===== src/design/sorted_priority_queue_macros.svh =====
// Assertion macros shared by the queue RTL.
`ifndef SORTED_PRIORITY_QUEUE_MACROS_SVH
`define SORTED_PRIORITY_QUEUE_MACROS_SVH

// Check a property on every rising clk edge outside reset.
`define SPQ_ASSERT(label, prop, msg) \
  label: assert property (@(posedge clk) disable iff (rst) (prop)) else $error(msg);

// Check an implication whose consequent must hold in the cycle after the condition, outside reset.
`define SPQ_ASSERT_NEXT(label, cond, prop, msg) \
  label: assert property (@(posedge clk) disable iff (rst) (cond) |=> (prop)) else $error(msg);

`endif


===== src/design/spq_pkg.sv =====
`default_nettype none

package spq_pkg;

  // Queue geometry
  localparam int DEPTH  = 16;
  localparam int VAL_W  = 32;
  localparam int RANK_W = 32;
  localparam int CNT_W  = $clog2(DEPTH + 1);
  localparam int OCC_W  = 5;

  // Action codes on the input tuser
  localparam logic ACT_INSERT = 1'b0;
  localparam logic ACT_REMOVE = 1'b1;

  // Result status codes
  typedef enum logic [1:0] {
    ST_INSERTED  = 2'd0,
    ST_REMOVED   = 2'd1,
    ST_UNDERFLOW = 2'd2,
    ST_OVERFLOW  = 2'd3
  } status_t;

  // One stored entry
  typedef struct packed {
    logic signed [VAL_W-1:0]  value;
    logic signed [RANK_W-1:0] rank;
  } entry_t;

  // Per-cycle command broadcast to every cell
  typedef struct packed {
    logic insert;
    logic remove;
  } cell_ctrl_t;

endpackage

`default_nettype wire


===== src/design/spq_cell.sv =====
`default_nettype none

module spq_cell
  import spq_pkg::*;
(
  input  wire        clk,
  input  cell_ctrl_t ctrl,
  input  entry_t     new_entry,
  input  entry_t     left_entry,
  input  wire        left_shift,
  input  entry_t     right_entry,
  input  wire        occupied,
  output entry_t     entry,
  output logic       shift
);

  // Mark entries that must move one place toward the tail on insert
  assign shift = occupied && (entry.rank >= new_entry.rank);

  // Shift in from the left, take the new entry, or pop from the right
  always_ff @(posedge clk) begin
    if (ctrl.insert) begin
      if (left_shift) begin
        entry <= left_entry;
      end else if (shift || !occupied) begin
        entry <= new_entry;
      end
    end else if (ctrl.remove) begin
      entry <= right_entry;
    end
  end

endmodule

`default_nettype wire


===== src/design/sorted_priority_queue.sv =====
// Channel  Dir  Fields (tdata / tuser, low bit first)
// s_       in   tdata: item_value[31:0], item_rank[63:32]; tuser: action
// m_       out  tdata: status[1:0], removed_value[33:2], occupancy[38:34], zero pad
//
// Every cell compares its rank with the new one in parallel and shifts toward
// its neighbor in the same edge.
// A result sits in the output register; a new item is taken whenever that
// register is empty or is being drained, so one item per cycle is sustained.
// A stall on m_ holds the result and drops s_tready.
// Reset clears the fill count and output valid; cell contents stay undefined.
`default_nettype none
`include "sorted_priority_queue_macros.svh"

module sorted_priority_queue
  import spq_pkg::*;
(
  input  wire         clk,
  input  wire         rst,
  input  wire         s_tvalid,
  output logic        s_tready,
  input  wire  [63:0] s_tdata,   // item_value[31:0], item_rank[63:32]
  input  wire  [0:0]  s_tuser,   // action
  output logic        m_tvalid,
  input  wire         m_tready,
  output logic [39:0] m_tdata    // status[1:0], removed_value[33:2], occupancy[38:34]
);

  localparam logic [CNT_W-1:0] FULL_CNT = CNT_W'(DEPTH);

  logic [CNT_W-1:0] count;
  logic [CNT_W-1:0] count_next;
  logic             s_fire;
  logic             is_remove;
  logic             full;
  logic             empty;
  cell_ctrl_t       ctrl;
  entry_t           new_entry;
  entry_t           entries [DEPTH];
  logic             shifts  [DEPTH];
  status_t          status;
  logic [VAL_W-1:0] removed_value;

  // Input handshake
  assign s_tready  = !m_tvalid || m_tready;
  assign s_fire    = s_tvalid && s_tready;
  assign is_remove = (s_tuser[0] == ACT_REMOVE);
  assign full      = (count == FULL_CNT);
  assign empty     = (count == '0);

  assign new_entry.value = s_tdata[31:0];
  assign new_entry.rank  = s_tdata[63:32];

  // Decode the command for the cell row
  assign ctrl.insert = s_fire && !is_remove && !full;
  assign ctrl.remove = s_fire && is_remove && !empty;

  // Build the row of cells
  for (genvar g = 0; g < DEPTH; g++) begin : g_cell
    entry_t left_e;
    logic   left_s;
    entry_t right_e;
    if (g == 0) begin : g_head
      assign left_e = new_entry;
      assign left_s = 1'b0;
    end else begin : g_body
      assign left_e = entries[g-1];
      assign left_s = shifts[g-1];
    end
    if (g == DEPTH - 1) begin : g_tail
      assign right_e = entries[g];
    end else begin : g_mid
      assign right_e = entries[g+1];
    end
    spq_cell u_cell (
      .clk         (clk),
      .ctrl        (ctrl),
      .new_entry   (new_entry),
      .left_entry  (left_e),
      .left_shift  (left_s),
      .right_entry (right_e),
      .occupied    (count > CNT_W'(g)),
      .entry       (entries[g]),
      .shift       (shifts[g])
    );
  end

  // Work out the result and the next fill count
  always_comb begin
    count_next    = count;
    removed_value = '0;
    if (is_remove) begin
      if (empty) begin
        status = ST_UNDERFLOW;
      end else begin
        status        = ST_REMOVED;
        removed_value = entries[0].value;
        count_next    = count - CNT_W'(1);
      end
    end else begin
      if (full) begin
        status = ST_OVERFLOW;
      end else begin
        status     = ST_INSERTED;
        count_next = count + CNT_W'(1);
      end
    end
  end

  // Advance the fill count
  always_ff @(posedge clk) begin
    if (rst) begin
      count <= '0;
    end else if (s_fire) begin
      count <= count_next;
    end
  end

  // Hold the result until the transaction completes
  always_ff @(posedge clk) begin
    if (rst) begin
      m_tvalid <= 1'b0;
    end else if (s_fire) begin
      m_tvalid <= 1'b1;
    end else if (m_tready) begin
      m_tvalid <= 1'b0;
    end
  end

  always_ff @(posedge clk) begin
    if (s_fire) begin
      m_tdata[1:0]   <= status;
      m_tdata[33:2]  <= removed_value;
      m_tdata[38:34] <= OCC_W'(count_next);
      m_tdata[39]    <= 1'b0;
    end
  end

  // Fill count stays within the row
  `SPQ_ASSERT(a_count_range, count <= FULL_CNT, "fill count exceeds depth")
  // Head pair stays in rank order
  `SPQ_ASSERT(a_head_sorted, (count < CNT_W'(2)) || (entries[1].rank >= entries[0].rank),
              "head entries out of rank order")
  // A successful insert grows the queue by one
  `SPQ_ASSERT_NEXT(a_insert_grow, ctrl.insert, count == $past(count) + CNT_W'(1),
                   "insert did not grow fill count")
  // A successful remove shrinks the queue by one
  `SPQ_ASSERT_NEXT(a_remove_shrink, ctrl.remove, count == $past(count) - CNT_W'(1),
                   "remove did not shrink fill count")

endmodule

`default_nettype wire


===== config.mk =====
export PLATFORM = sky130hd
export DESIGN_NAME = sorted_priority_queue
export DESIGN_NICKNAME = d
export VERILOG_FILES = /design/src/design/spq_pkg.sv /design/src/design/spq_cell.sv /design/src/design/sorted_priority_queue.sv
export VERILOG_INCLUDE_DIRS = /design/src /design/src/design
export SDC_FILE = /design/constraint.sdc
export NUM_CORES = 2
export LEC_CHECK = 0
export ABC_AREA = 1
export BUFFER_PORTS_ARGS = -buffer_cell sky130_fd_sc_hd__clkbuf_2
export CAP_MARGIN = 20
export CORE_MARGIN = 5
export CORE_UTILIZATION = 30
export DETAILED_ROUTE_END_ITERATION = 6
export GPL_TIMING_DRIVEN = 0
export SLEW_MARGIN = 0
export SYNTH_ARGS = -nofsm -noshare
export SYNTH_HDL_FRONTEND = slang
export SYNTH_SLANG_ARGS = --single-unit

===== constraint.sdc =====
create_clock -name clk -period 6.55 [get_ports clk]
set_clock_uncertainty 0.15 [all_clocks]
set_input_delay 0.9825 -clock clk [delete_from_list [all_inputs] [get_ports clk]]
set_output_delay 0.9825 -clock clk [all_outputs]
set_load 0.01 [all_outputs]

==> impl_results.md <==
- CP endpoint kind: flop
- Pre-CTS setup slack: 272.0 ps
- Synth area leader: edfxtp_1
- Slew Limit Headroom: 0.1943
- Global route overflow: 0
- Initial Utilization: 0.3019
- Tcrit/Tclk final: 0.8621
- Logic pwr share: 0.263
- CP Buf/Inv Count: 6
- Cell internal pwr: 0.01413 W
- Detailed placement HPWL: around 210000 µm
- Pwr Density: 268.7 nW/µm²
- EDFF count, synth: 1063
- Worst EP arrival: between 5000 and 6000 ps
- VDD IR max: 0.2425 mV
- Most frequent CP cell: nand2_1
- Most common cell in the netlist: nand2_1
- Yosys warnings: 0
- Wirelength, routed: 274500 µm
- First-pass iteration count of the detailed router: 6
- Sw Share: 0.3529
- Sw Pwr: 0.007708 W
- Status: finished, final reports clean
- Filler cells: 25498
- Cells after Synth: 9421
- Tot GR Track Use: 0.2113
- Synthesized area per cell: 7.629 µm²
- Clock transition at path regs: 60 ps
- IO Pins: 111
- CTS buffer count: between 100 and 150
- Multi-input gate area: 32750 µm²
- Fin cells: around 13000
- Critical path fanouts, max: 25
- Max Fclk: around 180 MHz
- CTS root buf: clkbuf_16
- Hold Path Class: reg2reg
- Maxcap violations: 0
- CTS tree: done
- Core area: 238100 µm²
- Slowest CP cell: a21oi_4
- Final Critical Period: 5646 ps
- Share of layout cells above drive strength 1: 0.07232
- H-tree depth: 3
- Register area: between 30000 and 40000 µm²
- Synth top area cells: edfxtp_1, nand2_1, nand3_1, ha_1, inv_1
- Most frequent cells after synthesis: nand2_1, nand3_1, inv_1
- Post-layout net count: 10275
- Register area share after synthesis: 0.4458
- First-pass GRT wire length: around 400000 µm
- Flops & latches, synth: roughly 1100
- Avg WL per Cell: 21.17 µm
- CP Class: in2reg
- Pin count of the biggest net entering global routing: 34
- Gpl congestion: 0.9331
- Ys async rst share: 0
- DIE AREA: 249500 µm²
- Top_reg_cell synth: edfxtp_1
- Vias in the first global route: between 60000 and 70000
- Sequential share of power: 0.411
- Clk buf depth: 3
- Placed cells: 12733
- Top delay family on crit path: buffers and inverters
- Crit-path cells: clkbuf_2 > inv_1 > clkbuf_2 > ha_1 > nand2_1 > nand2_1 > nand2_1 > nand2_1 > nand2_1 > nand2_1 > nand2_1 > nand2_1 > nand2_1 > nand2_1 > nand2_1 > nand3_1 > nand2_1 > clkbuf_1 > a21oi_4 > buf_12 > buf_12
- Fin. max-slew vios: 0
- Required @ worst endpoint: 6850 ps
- Latest clock arrival within the worst-skew pair: 780 ps
- Least-Margin Pin Slew: 1208 ps
- Share of the synthesized area in the top cell type: 0.4441
- Post CTS Setup Buffer Count: 0
- PortBufs: roughly 110
- Mapped Nets: 10007
- Die X: 499.5 µm
- Final WS setup: roughly 900 ps
- Area delta synth->final: 13.07%
- Max incr delay on CP: 820 ps
- Post-DRT Antenna Nets: 0
- Cts hold-fix bufs: 0
- Setup violators final: 0
- Post-synthesis cell area: 71880 µm²
- Detailed router's first-iteration violation count: just under 8000
- Chip height: 499.5 µm
- RSZ-0062 raised after global routing: false
- Hold WS: 367.5 ps
- Crit path from: s_tdata[33]
- Leak Pwr: 39.27 nW
- Hold Path Origin: g_cell[15].u_cell.entry[59]
- DRC: 0
- Sink Count: 1069
- Via/cell ratio: 5.170
- PostCTS Resize Cnt: 0
- Total number of vias: ~67000
- Synth unique cells: 40
- Initial antenna violation count: 13
- Hold Vio Cnt, Final: 0
- Startpoint type of the worst setup path: input port
- Reg2Reg Launch Point: g_cell[0].u_cell.entry[7]
- Number of core rows: 179
- Clk pwr share: 0.326
[layout by cell type, fill, tap and decap left out, drive strengths merged, types with 68 or more instances in the layout]
master	count
clkinv	68
buf	462
nand2	3511
nand3	1894
edfxtp	1063
clkbuf	416
ha	517
o21ai	122
inv	1138
a21oi	236
nor2	218
[worst paths after layout]
path	depth (start not counted)	slack, ps	endpoint
setup / recovery	21	900	g_cell[1].u_cell.entry[26]
hold / removal	2	370	g_cell[14].u_cell.entry[59]
setup reg to reg	12	1840	g_cell[1].u_cell.entry[26]
hold reg to reg	2	370	g_cell[14].u_cell.entry[59]
[final cells by class]
class | instances | share of cell area
multi-input combinational | 6619 | 0.4030
sequential | 1069 | 0.3943
inverter | 1139 | 0.05265
tap | 3167 | 0.04876
clock buffer | 139 | 0.03887
buffer | 594 | 0.03675
timing repair buffer | 145 | 0.01589
clock inverter | 85 | 0.009546
antenna | 9 | 0.0002771
[worst reg2reg max path, cell delays in order, from the launching register on]
cell and delay (ps):
edfxtp_1 400, ha_1 310, nand2_1 80, nor2_1 170
nand4_1 240, nor2_1 430, nand2_1 100, nand3_1 450
nand2_1 280, clkbuf_1 400, a21oi_4 820, buf_12 290
buf_12 240
[metrics by stage]
stage | TNS (ps) | instance area [µm²] | total power [W] | util
floorplan | 0 | 71900 | 0.01253 | -
global placement | -3146720 | 76410 | 0.01456 | 0.3210
detailed placement | 0 | 77310 | 0.01469 | 0.3247
CTS | 0 | 81250 | 0.02172 | 0.3413
global route | 0 | 81250 | 0.02275 | 0.3413
finish | 0 | 81270 | 0.02184 | 0.3414
[cell families (layout without fill, tap and decap cells)]
group / after synthesis / count (layout) / share of synthesized area
flops: 1069 / 1069 / 0.4458
buf+inv: 1733 / 2102 / 0.1005
other cells: 1 / 10 / 0.00005217
simple gates: 5688 / 5688 / 0.3329
compound gates: 409 / 409 / 0.03029
xor+xnor: 4 / 4 / 0.0004875
fa+ha+maj: 517 / 517 / 0.09000
[state kept, by name (all words and copies together) (netlist names)]
register and cells:
g_cell.u_cell.entry 1024, m_tdata 39, m_tvalid 1, count 5
[layer usage]
metal	track usage	vias up	part of all wire	wire length, µm
met2	0.3308	2974	0.44	119900
met5	0	-	0.00013	35
met3	0.04064	469	0.092	25140
li1	-	31398	-	-
met1	0.2921	32184	0.43	118300
met4	0.07359	6	0.040	11020
[power groups by stage]
stage | sequential [W] | clock, W | combinational (W)
floorplan | 0.00894 | 0 | 0.00360
global placement | 0.00918 | 0 | 0.00538
detailed placement | 0.00910 | 0 | 0.00559
CTS | 0.00896 | 0.00714 | 0.00561
global route | 0.00902 | 0.00740 | 0.00632
finish | 0.00897 | 0.00712 | 0.00574
Note: power is estimated with default switching activity, not from simulation.
